## src/rtl/sleep_table_wakeup_defines.svh

```systemverilog
// Assertion macros for the sleep table block.
// Each macro samples on the rising edge of clk and is disabled during rst.
`ifndef SLEEP_TABLE_WAKEUP_DEFINES_SVH
`define SLEEP_TABLE_WAKEUP_DEFINES_SVH

`ifndef NO_ASSERTIONS
`define STW_ASSERT_ALWAYS(lbl, expr) \
  lbl: assert property (@(posedge clk) disable iff (rst) (expr)) \
    else $error("assertion failed");
`define STW_ASSERT_IMPLIES(lbl, ante, cons) \
  lbl: assert property (@(posedge clk) disable iff (rst) (ante) |-> (cons)) \
    else $error("assertion failed");
`else
`define STW_ASSERT_ALWAYS(lbl, expr)
`define STW_ASSERT_IMPLIES(lbl, ante, cons)
`endif

`endif

```

## src/rtl/stw_pkg.sv

```systemverilog
`timescale 1ns / 1ps

package stw_pkg;

  // Table geometry
  localparam int SLOTS  = 16;
  localparam int IDX_W  = $clog2(SLOTS);
  localparam int CNT_W  = $clog2(SLOTS + 1);
  localparam int ID_W   = 16;
  localparam int TICK_W = 63;

  localparam logic [TICK_W-1:0] TICK_ALL_ONES = '1;

  // Input kinds
  localparam logic ACT_SLEEP = 1'b0;
  localparam logic ACT_TICK  = 1'b1;

  // One sleeping thread
  typedef struct packed {
    logic [ID_W-1:0]   thread;
    logic [TICK_W-1:0] wakeup;
  } entry_t;

  // Common control for the row of cells
  typedef struct packed {
    logic   shift;
    entry_t wdata;
  } cell_ctl_t;

  typedef enum logic [1:0] {
    ST_IDLE,
    ST_SCAN,
    ST_EMIT
  } state_t;

endpackage

```

## src/rtl/stw_cell.sv

```systemverilog
`timescale 1ns / 1ps

// One slot of the table: loads the write bus when selected,
// otherwise takes its upper neighbour's entry on a shift.
module stw_cell (
  input  logic               clk,
  input  stw_pkg::cell_ctl_t ctl,
  input  logic               sel,
  input  stw_pkg::entry_t    nbr,
  output stw_pkg::entry_t    q
);

  always_ff @(posedge clk) begin
    if (sel) begin
      q <= ctl.wdata;
    end else if (ctl.shift) begin
      q <= nbr;
    end
  end

endmodule

```

## src/rtl/stw_wake_q.sv

```systemverilog
`timescale 1ns / 1ps

// Shifting queue of woken thread ids; pushed during the scan, popped
// from the head while the results go out. Push and pop never coincide.
module stw_wake_q (
  input  logic                      clk,
  input  logic                      rst,
  input  logic                      push,
  input  logic                      pop,
  input  logic [stw_pkg::ID_W-1:0]  wdata,
  output logic [stw_pkg::ID_W-1:0]  head,
  output logic                      empty,
  output logic                      one
);

  logic [stw_pkg::SLOTS-1:0][stw_pkg::ID_W-1:0] slot;
  logic [stw_pkg::CNT_W-1:0]                    cnt;

  // Occupancy
  always_ff @(posedge clk) begin
    if (rst) begin
      cnt <= '0;
    end else if (push) begin
      cnt <= cnt + stw_pkg::CNT_W'(1);
    end else if (pop) begin
      cnt <= cnt - stw_pkg::CNT_W'(1);
    end
  end

  // Storage: write at the tail, shift towards the head on pop
  always_ff @(posedge clk) begin
    if (push) begin
      slot[cnt[stw_pkg::IDX_W-1:0]] <= wdata;
    end else if (pop) begin
      slot <= {stw_pkg::ID_W'(0), slot[stw_pkg::SLOTS-1:1]};
    end
  end

  assign head  = slot[0];
  assign empty = (cnt == '0);
  assign one   = (cnt == stw_pkg::CNT_W'(1));

endmodule

```

## src/rtl/sleep_table_wakeup.sv

```systemverilog
`timescale 1ns / 1ps

// Sleep table with wakeup by tick. Sleeping threads sit in a row of
// SLOTS cells in arrival order. A sleep transfer (tuser 0) appends a
// thread and returns one result with the lowered earliest wakeup, or
// with table_full set when every slot is taken. A tick transfer
// (tuser 1) rotates the occupied entries through the head cell, one per
// cycle: due entries leave for the wake queue, the rest go back to the
// tail in order while the new earliest wakeup is found. A tick thus
// passes through the accept, a scan step per stored entry, a step to
// close the scan, and then max(1, w) results for w woken threads, one
// per cycle on the output while the output is not stalled. Every result
// of a tick carries the earliest wakeup after the whole tick, and only
// the final one has tlast.
// A new transfer is taken once the previous item's results have all been
// handed to the output register and that register is free or being read.
module sleep_table_wakeup (
  input  logic        clk,
  input  logic        rst,
  input  logic        s_axis_tvalid,
  output logic        s_axis_tready,
  input  logic [79:0] s_axis_tdata,  // thread_id [15:0], tick_value [78:16], zero [79]
  input  logic        s_axis_tuser,  // action [0]
  output logic        m_axis_tvalid,
  input  logic        m_axis_tready,
  output logic [79:0] m_axis_tdata,  // woken_thread [15:0], next_wake [78:16], zero [79]
  output logic [1:0]  m_axis_tuser,  // woken_valid [0], table_full [1]
  output logic        m_axis_tlast   // last
);

  localparam int SLOTS  = stw_pkg::SLOTS;
  localparam int IDX_W  = stw_pkg::IDX_W;
  localparam int CNT_W  = stw_pkg::CNT_W;
  localparam int ID_W   = stw_pkg::ID_W;
  localparam int TICK_W = stw_pkg::TICK_W;

  stw_pkg::state_t state, state_next;

  logic [CNT_W-1:0]  count, count_next;
  logic [CNT_W-1:0]  scan_left, scan_left_next;
  logic [CNT_W-1:0]  count_m1;
  logic [TICK_W-1:0] earliest, earliest_next;
  logic [TICK_W-1:0] best, best_next;
  logic [TICK_W-1:0] cur_tick, cur_tick_next;
  logic [TICK_W-1:0] lowered;

  // Output register
  logic              o_valid;
  logic              out_load;
  logic              out_free;
  logic              o_woken, o_woken_next;
  logic              o_full, o_full_next;
  logic              o_last, o_last_next;
  logic [ID_W-1:0]   o_thread, o_thread_next;
  logic [TICK_W-1:0] o_wake, o_wake_next;

  // Cell row
  stw_pkg::cell_ctl_t ctl;
  stw_pkg::entry_t    ent [SLOTS];
  stw_pkg::entry_t    head;
  logic               wr_en;
  logic [IDX_W-1:0]   wr_pos;
  logic [SLOTS-1:0]   wr_sel;

  // Wake queue
  logic            q_push, q_pop, q_empty, q_one;
  logic [ID_W-1:0] q_head;

  logic            in_acc;
  logic [ID_W-1:0] in_id;
  logic [TICK_W-1:0] in_tick;

  assign in_id    = s_axis_tdata[15:0];
  assign in_tick  = s_axis_tdata[78:16];
  assign out_free = !o_valid || m_axis_tready;
  assign s_axis_tready = (state == stw_pkg::ST_IDLE) && out_free;
  assign in_acc   = s_axis_tvalid && s_axis_tready;
  assign head     = ent[0];
  assign count_m1 = count - CNT_W'(1);
  assign lowered  = (in_tick < earliest) ? in_tick : earliest;

  // Row of cells, each shifting towards the head
  genvar gi;
  generate
    for (gi = 0; gi < SLOTS; gi++) begin : g_cell
      stw_pkg::entry_t nbr;
      if (gi < SLOTS - 1) begin : g_mid
        assign nbr = ent[gi+1];
      end else begin : g_end
        assign nbr = '0;
      end
      assign wr_sel[gi] = wr_en && (wr_pos == IDX_W'(gi));
      stw_cell u_cell (
        .clk (clk),
        .ctl (ctl),
        .sel (wr_sel[gi]),
        .nbr (nbr),
        .q   (ent[gi])
      );
    end
  endgenerate

  stw_wake_q u_wake_q (
    .clk   (clk),
    .rst   (rst),
    .push  (q_push),
    .pop   (q_pop),
    .wdata (head.thread),
    .head  (q_head),
    .empty (q_empty),
    .one   (q_one)
  );

  // Control registers
  always_ff @(posedge clk) begin
    if (rst) begin
      state    <= stw_pkg::ST_IDLE;
      count    <= '0;
      earliest <= stw_pkg::TICK_ALL_ONES;
    end else begin
      state    <= state_next;
      count    <= count_next;
      earliest <= earliest_next;
    end
  end

  // Scan working registers
  always_ff @(posedge clk) begin
    scan_left <= scan_left_next;
    best      <= best_next;
    cur_tick  <= cur_tick_next;
  end

  // Result register
  always_ff @(posedge clk) begin
    if (rst) begin
      o_valid <= 1'b0;
    end else if (out_load) begin
      o_valid <= 1'b1;
    end else if (m_axis_tready) begin
      o_valid <= 1'b0;
    end
  end

  always_ff @(posedge clk) begin
    if (out_load) begin
      o_woken  <= o_woken_next;
      o_full   <= o_full_next;
      o_last   <= o_last_next;
      o_thread <= o_thread_next;
      o_wake   <= o_wake_next;
    end
  end

  // Next state and datapath control
  always_comb begin
    state_next     = state;
    count_next     = count;
    earliest_next  = earliest;
    scan_left_next = scan_left;
    best_next      = best;
    cur_tick_next  = cur_tick;
    ctl.shift      = 1'b0;
    ctl.wdata      = head;
    wr_en          = 1'b0;
    wr_pos         = count_m1[IDX_W-1:0];
    q_push         = 1'b0;
    q_pop          = 1'b0;
    out_load       = 1'b0;
    o_woken_next   = 1'b0;
    o_full_next    = 1'b0;
    o_last_next    = 1'b1;
    o_thread_next  = '0;
    o_wake_next    = earliest;

    case (state)
      stw_pkg::ST_IDLE: begin
        if (in_acc) begin
          if (s_axis_tuser == stw_pkg::ACT_SLEEP) begin
            out_load = 1'b1;
            if (count == CNT_W'(SLOTS)) begin
              o_full_next = 1'b1;
            end else begin
              // append at the tail
              wr_en         = 1'b1;
              wr_pos        = count[IDX_W-1:0];
              ctl.wdata     = '{thread: in_id, wakeup: in_tick};
              count_next    = count + CNT_W'(1);
              earliest_next = lowered;
              o_wake_next   = lowered;
            end
          end else begin
            cur_tick_next  = in_tick;
            scan_left_next = count;
            best_next      = stw_pkg::TICK_ALL_ONES;
            state_next     = stw_pkg::ST_SCAN;
          end
        end
      end

      stw_pkg::ST_SCAN: begin
        if (scan_left != '0) begin
          // head leaves; kept entries re-enter behind the survivors
          ctl.shift      = 1'b1;
          scan_left_next = scan_left - CNT_W'(1);
          if (head.wakeup <= cur_tick) begin
            q_push     = 1'b1;
            count_next = count_m1;
          end else begin
            wr_en = 1'b1;
            if (head.wakeup < best) begin
              best_next = head.wakeup;
            end
          end
        end else begin
          earliest_next = best;
          state_next    = stw_pkg::ST_EMIT;
        end
      end

      stw_pkg::ST_EMIT: begin
        if (out_free) begin
          out_load = 1'b1;
          if (q_empty) begin
            state_next = stw_pkg::ST_IDLE;
          end else begin
            q_pop         = 1'b1;
            o_woken_next  = 1'b1;
            o_thread_next = q_head;
            o_last_next   = q_one;
            if (q_one) begin
              state_next = stw_pkg::ST_IDLE;
            end
          end
        end
      end

      default: begin
        state_next = stw_pkg::ST_IDLE;
      end
    endcase
  end

  // Ports
  assign m_axis_tvalid = o_valid;
  assign m_axis_tdata  = {1'b0, o_wake, o_thread};
  assign m_axis_tuser  = {o_full, o_woken};
  assign m_axis_tlast  = o_last;

  // Checks
  `include "sleep_table_wakeup_defines.svh"

  `STW_ASSERT_ALWAYS(a_count_max, count <= CNT_W'(SLOTS))
  `STW_ASSERT_IMPLIES(a_empty_all_ones,
                      (state != stw_pkg::ST_SCAN) && (count == '0),
                      earliest == stw_pkg::TICK_ALL_ONES)
  `STW_ASSERT_IMPLIES(a_woken_not_full, o_valid && o_woken, !o_full)

endmodule
```

## config.mk

```make
export PLATFORM = sky130hd
export DESIGN_NAME = sleep_table_wakeup
export DESIGN_NICKNAME = d
export VERILOG_FILES = /design/src/rtl/stw_pkg.sv /design/src/rtl/stw_cell.sv /design/src/rtl/stw_wake_q.sv /design/src/rtl/sleep_table_wakeup.sv
export VERILOG_INCLUDE_DIRS = /design/src /design/src/rtl
export SDC_FILE = /design/constraint.sdc
export NUM_CORES = 2
export LEC_CHECK = 0
export BUFFER_PORTS_ARGS = -buffer_cell sky130_fd_sc_hd__clkbuf_2
export CORE_UTILIZATION = 30
export CTS_BUF_LIST = sky130_fd_sc_hd__clkbuf_16
export DETAILED_ROUTE_END_ITERATION = 8
export PLACE_DENSITY = 0.53
export SYNTH_ARGS = -nofsm -noshare
export SYNTH_HDL_FRONTEND = slang
export SYNTH_SLANG_ARGS = --single-unit
```

## constraint.sdc

```tcl
create_clock -name clk -period 14.85 [get_ports clk]
set_clock_uncertainty 0.2 [all_clocks]
set_input_delay 2.97 -clock clk [delete_from_list [all_inputs] [get_ports clk]]
set_output_delay 2.97 -clock clk [all_outputs]
set_load 0.005 [all_outputs]
```

==> out/qor.yml <==
worst_setup_path:
  cp_num_buf_inv: 4
  startpoint_type: "input port"
  slowest_delay_ns: 0.88
  crit_fanout: 72
  worst_ep_arrival_time_ns: 8.25
  slowest_stage: "buf_4"
  critical_path.top_delay_family: "buffers and inverters"
  worst-setup-path-type: "in -> reg"
  worstSetupEndpointType: "register"
  crit_top_cell: "buf_4"
  cp.required_ns: 15.33
  path_cells: "clkbuf_2 -> nand2b_1 -> and4b_1 -> nand2_4 -> buf_4 -> or3_1 -> and2_4 -> buf_4 -> buf_4 -> o22a_1"
clocking:
  cts_resized: 0
  cts_setup_buffers: 0
  htreeDepth: 4
  numCtsBuffers: 198
  root_buffer: "clkbuf_16"
  ctsHoldBuffers: 0
  clk_path_buf_depth: 4
  cts_tree: "yes"
  clock_latency_ns: 0.89
  clock-sinks: 1809
  cts.clk_slew.worst_paths_ns: 0.06
placement:
  dpl-instance-area_sq_um: 87200
  dp.cells: 9292
  dp_hpwl_mm: 149
  port_buffers: 167
  pre_cts_slack_ns: 6.40
  gp_congestion: 0.811
sta:
  finalHoldViolations: 0
  setup_slack_ns: 7.08
  fin_crit_ns: 7.77
  relSlewSlack_pct: 8.74
  finalSetupViolations: 0
  period_share_pct: 52.4
  maxSlewViolCount: 0
  worst_slew_pin_slew_ns: 1.35
  rsz0062_at_grt: "no"
  fmax_mhz: 129
  fin_tns_setup_ns: 0
logic_synthesis:
  synth-async-reset-ratio_pct: 0
  ys_ff_latch: 1809
  synth_warnings: 0
  netlist_area_sq_um: 82400
  avgSynthCellArea_sq_um: 14.1
  synth.top_cell.area_share_pct: 63.2
  synth_cells: 5844
  ys_types: 66
  synth_edf_count: 1733
  ys.flop_type: "edfxtp_1"
  syn_nets: 6123
  yosysTopAreaCell: "edfxtp_1"
  synth_area_leaders: "edfxtp_1 63%, mux2_2 9.7%, o22a_1 5.7%"
  seq_area_frac_synth_pct: 65.0
job:
  max_cap_viol_count: 0
pwr:
  clock_power_share_pct: 38.6
  internal_power_w: 0.00921
  vdd_drop_max_mv: 0.0907
  p_per_area_nw_per_um2: 134
  pwr-share-comb_pct: 12.3
  switching_power_w: 0.00335
  switching_share_pct: 26.6
  seq_power_share_pct: 49.1
  leakagePower_nw: 31.6
routing:
  routed_wl_mm: 267
  postRouteAntennaNets: 0
  drt_iter0_markers: 5644
  routedWlPerCell_um: 27.7
  drc_errors: 0
  drtPass1Iterations: 6
  vias_per_cell: 5.49
  vias: 52900
floorplanning:
  die_area_sq_um: 277000
  die_h_um: 526
  num_rows: 192
  io_pins: 170
  design.core.area_sq_um: 273000
  fp.dieW_um: 526
  start_util_pct: 30.1
layout:
  layout_commonest_cell: "edfxtp_1"
  instances_no_fill: 9649
  final_util_pct: 34.2
  finalInstanceArea_sq_um: 93400
  layout-drive-gt1-share_pct: 22.1
  fin_nets: 6182
  most-common-layout-cells: "1,733 x edfxtp_1, 710 x mux2_2, 610 x nand2_1"
  area_growth_pct: 13.4
global_route:
  antenna_found_initial: 31
  grt_max_degree: 246
  track_usage_pct: 18.9
  grt_pass1_wl_mm: 384
  grt_pass1_vias: 52300
  overflow: 0
run_status:
  status: "complete, no violations"
hold_path:
  min_path_type: "reg -> reg"
cell usage after synthesis (all sizes together), types with 3 or more instances:
cell type	n
nand4	38
nor3	46
nand3b	4
o311ai	3
xnor2	4
a31oi	68
inv	199
and2	20
and4	3
a21o	36
or3	4
or4	5
clkbuf	234
o22a	537
o221ai	3
nor2b	13
o31ai	248
edfxtp	1733
a41oi	4
or2	11
nor4	6
buf	195
o21ai	295
dfxtp	76
a211o	3
ha	194
a211oi	5
a221oi	7
mux2	779
nand3	24
nand2	614
mux2i	79
a21oi	99
nand2b	71
nor2	151
o21a	7
a21boi	3
and3	5
per-stage QoR:
| stage | hold slack [ns] | power (W) |
|---|---|---|
| 6_report | 0.280 | 0.0126 |
| 5_1_grt | 0.310 | 0.0130 |
| 4_1_cts | 0.286 | 0.0126 |
| 3_5_place_dp | 0.303 | 0.00779 |
| 3_3_place_gp | 0.304 | 0.00777 |
| 2_1_floorplan | 0.285 | 0.00716 |
cell families (layout without fill, tap and decap cells):
kind of cell / Yosys count / count (layout) / synth area share (%)
AO/OA/AOI/OAI: 1332 / 1332 / 11.8
buffers and inverters: 628 / 839 / 3.21
flip-flops: 1809 / 1809 / 65.0
adder cells (fa/ha/maj): 194 / 194 / 2.95
other: 1 / 6 / 0.00455
multiplexers: 858 / 858 / 11.6
AND/OR/NAND/NOR: 1018 / 1018 / 5.37
XOR/XNOR: 4 / 4 / 0.0425
sequential cells by signal, indices dropped and copies added (netlist names):
name,flops
best,63
count,5
cur_tick,63
earliest,63
g_cell.u_cell.q,1264
m_axis_tlast,1
m_axis_tvalid,1
o_full,1
o_thread,16
o_wake,63
o_woken,1
scan_left,5
state,2
u_wake_q.cnt,5
u_wake_q.head,16
u_wake_q.slot,240
final cells by class:
class	instances	area (sq um)
Inverter	199	748
Clock buffer	200	5000
Timing Repair Buffer	288	1780
Clock inverter	152	1180
Antenna cell	5	12.5
Sequential cell	1809	53600
Fill cell	26600	180000
Tap cell	3589	4490
Multi-Input combinational cell	3407	26600
final timing paths:
check        slack, ns  depth (start not counted)                endpoint               startpoint
max               7.08                         10   g_cell[1].u_cell.q[6]            m_axis_tready
min               0.28                          1  g_cell[9].u_cell.q[75]  g_cell[10].u_cell.q[75]
max reg2reg       7.55                         11  g_cell[6].u_cell.q[31]   g_cell[0].u_cell.q[41]
min reg2reg       0.28                          1  g_cell[9].u_cell.q[75]  g_cell[10].u_cell.q[75]
power groups by stage:
stage	registers [W]	clock network (W)	logic, W
2_1_floorplan	0.00625	0	0.000910
3_3_place_gp	0.00626	0	0.00151
3_5_place_dp	0.00627	0	0.00153
4_1_cts	0.00616	0.00493	0.00153
5_1_grt	0.00619	0.00512	0.00164
6_report	0.00616	0.00485	0.00154
routing by layer:
layer | GRT usage, % | part of all wire [%] | up-vias
met1 | 26.5 | 44 | 27700
met3 | 2.78 | 6.9 | 387
li1 | - | - | 22700
met4 | 4.87 | 2.5 | 8
met5 | 0 | 0.020 | -
met2 | 30.3 | 46 | 2186
(Power assumes the default switching activity.)
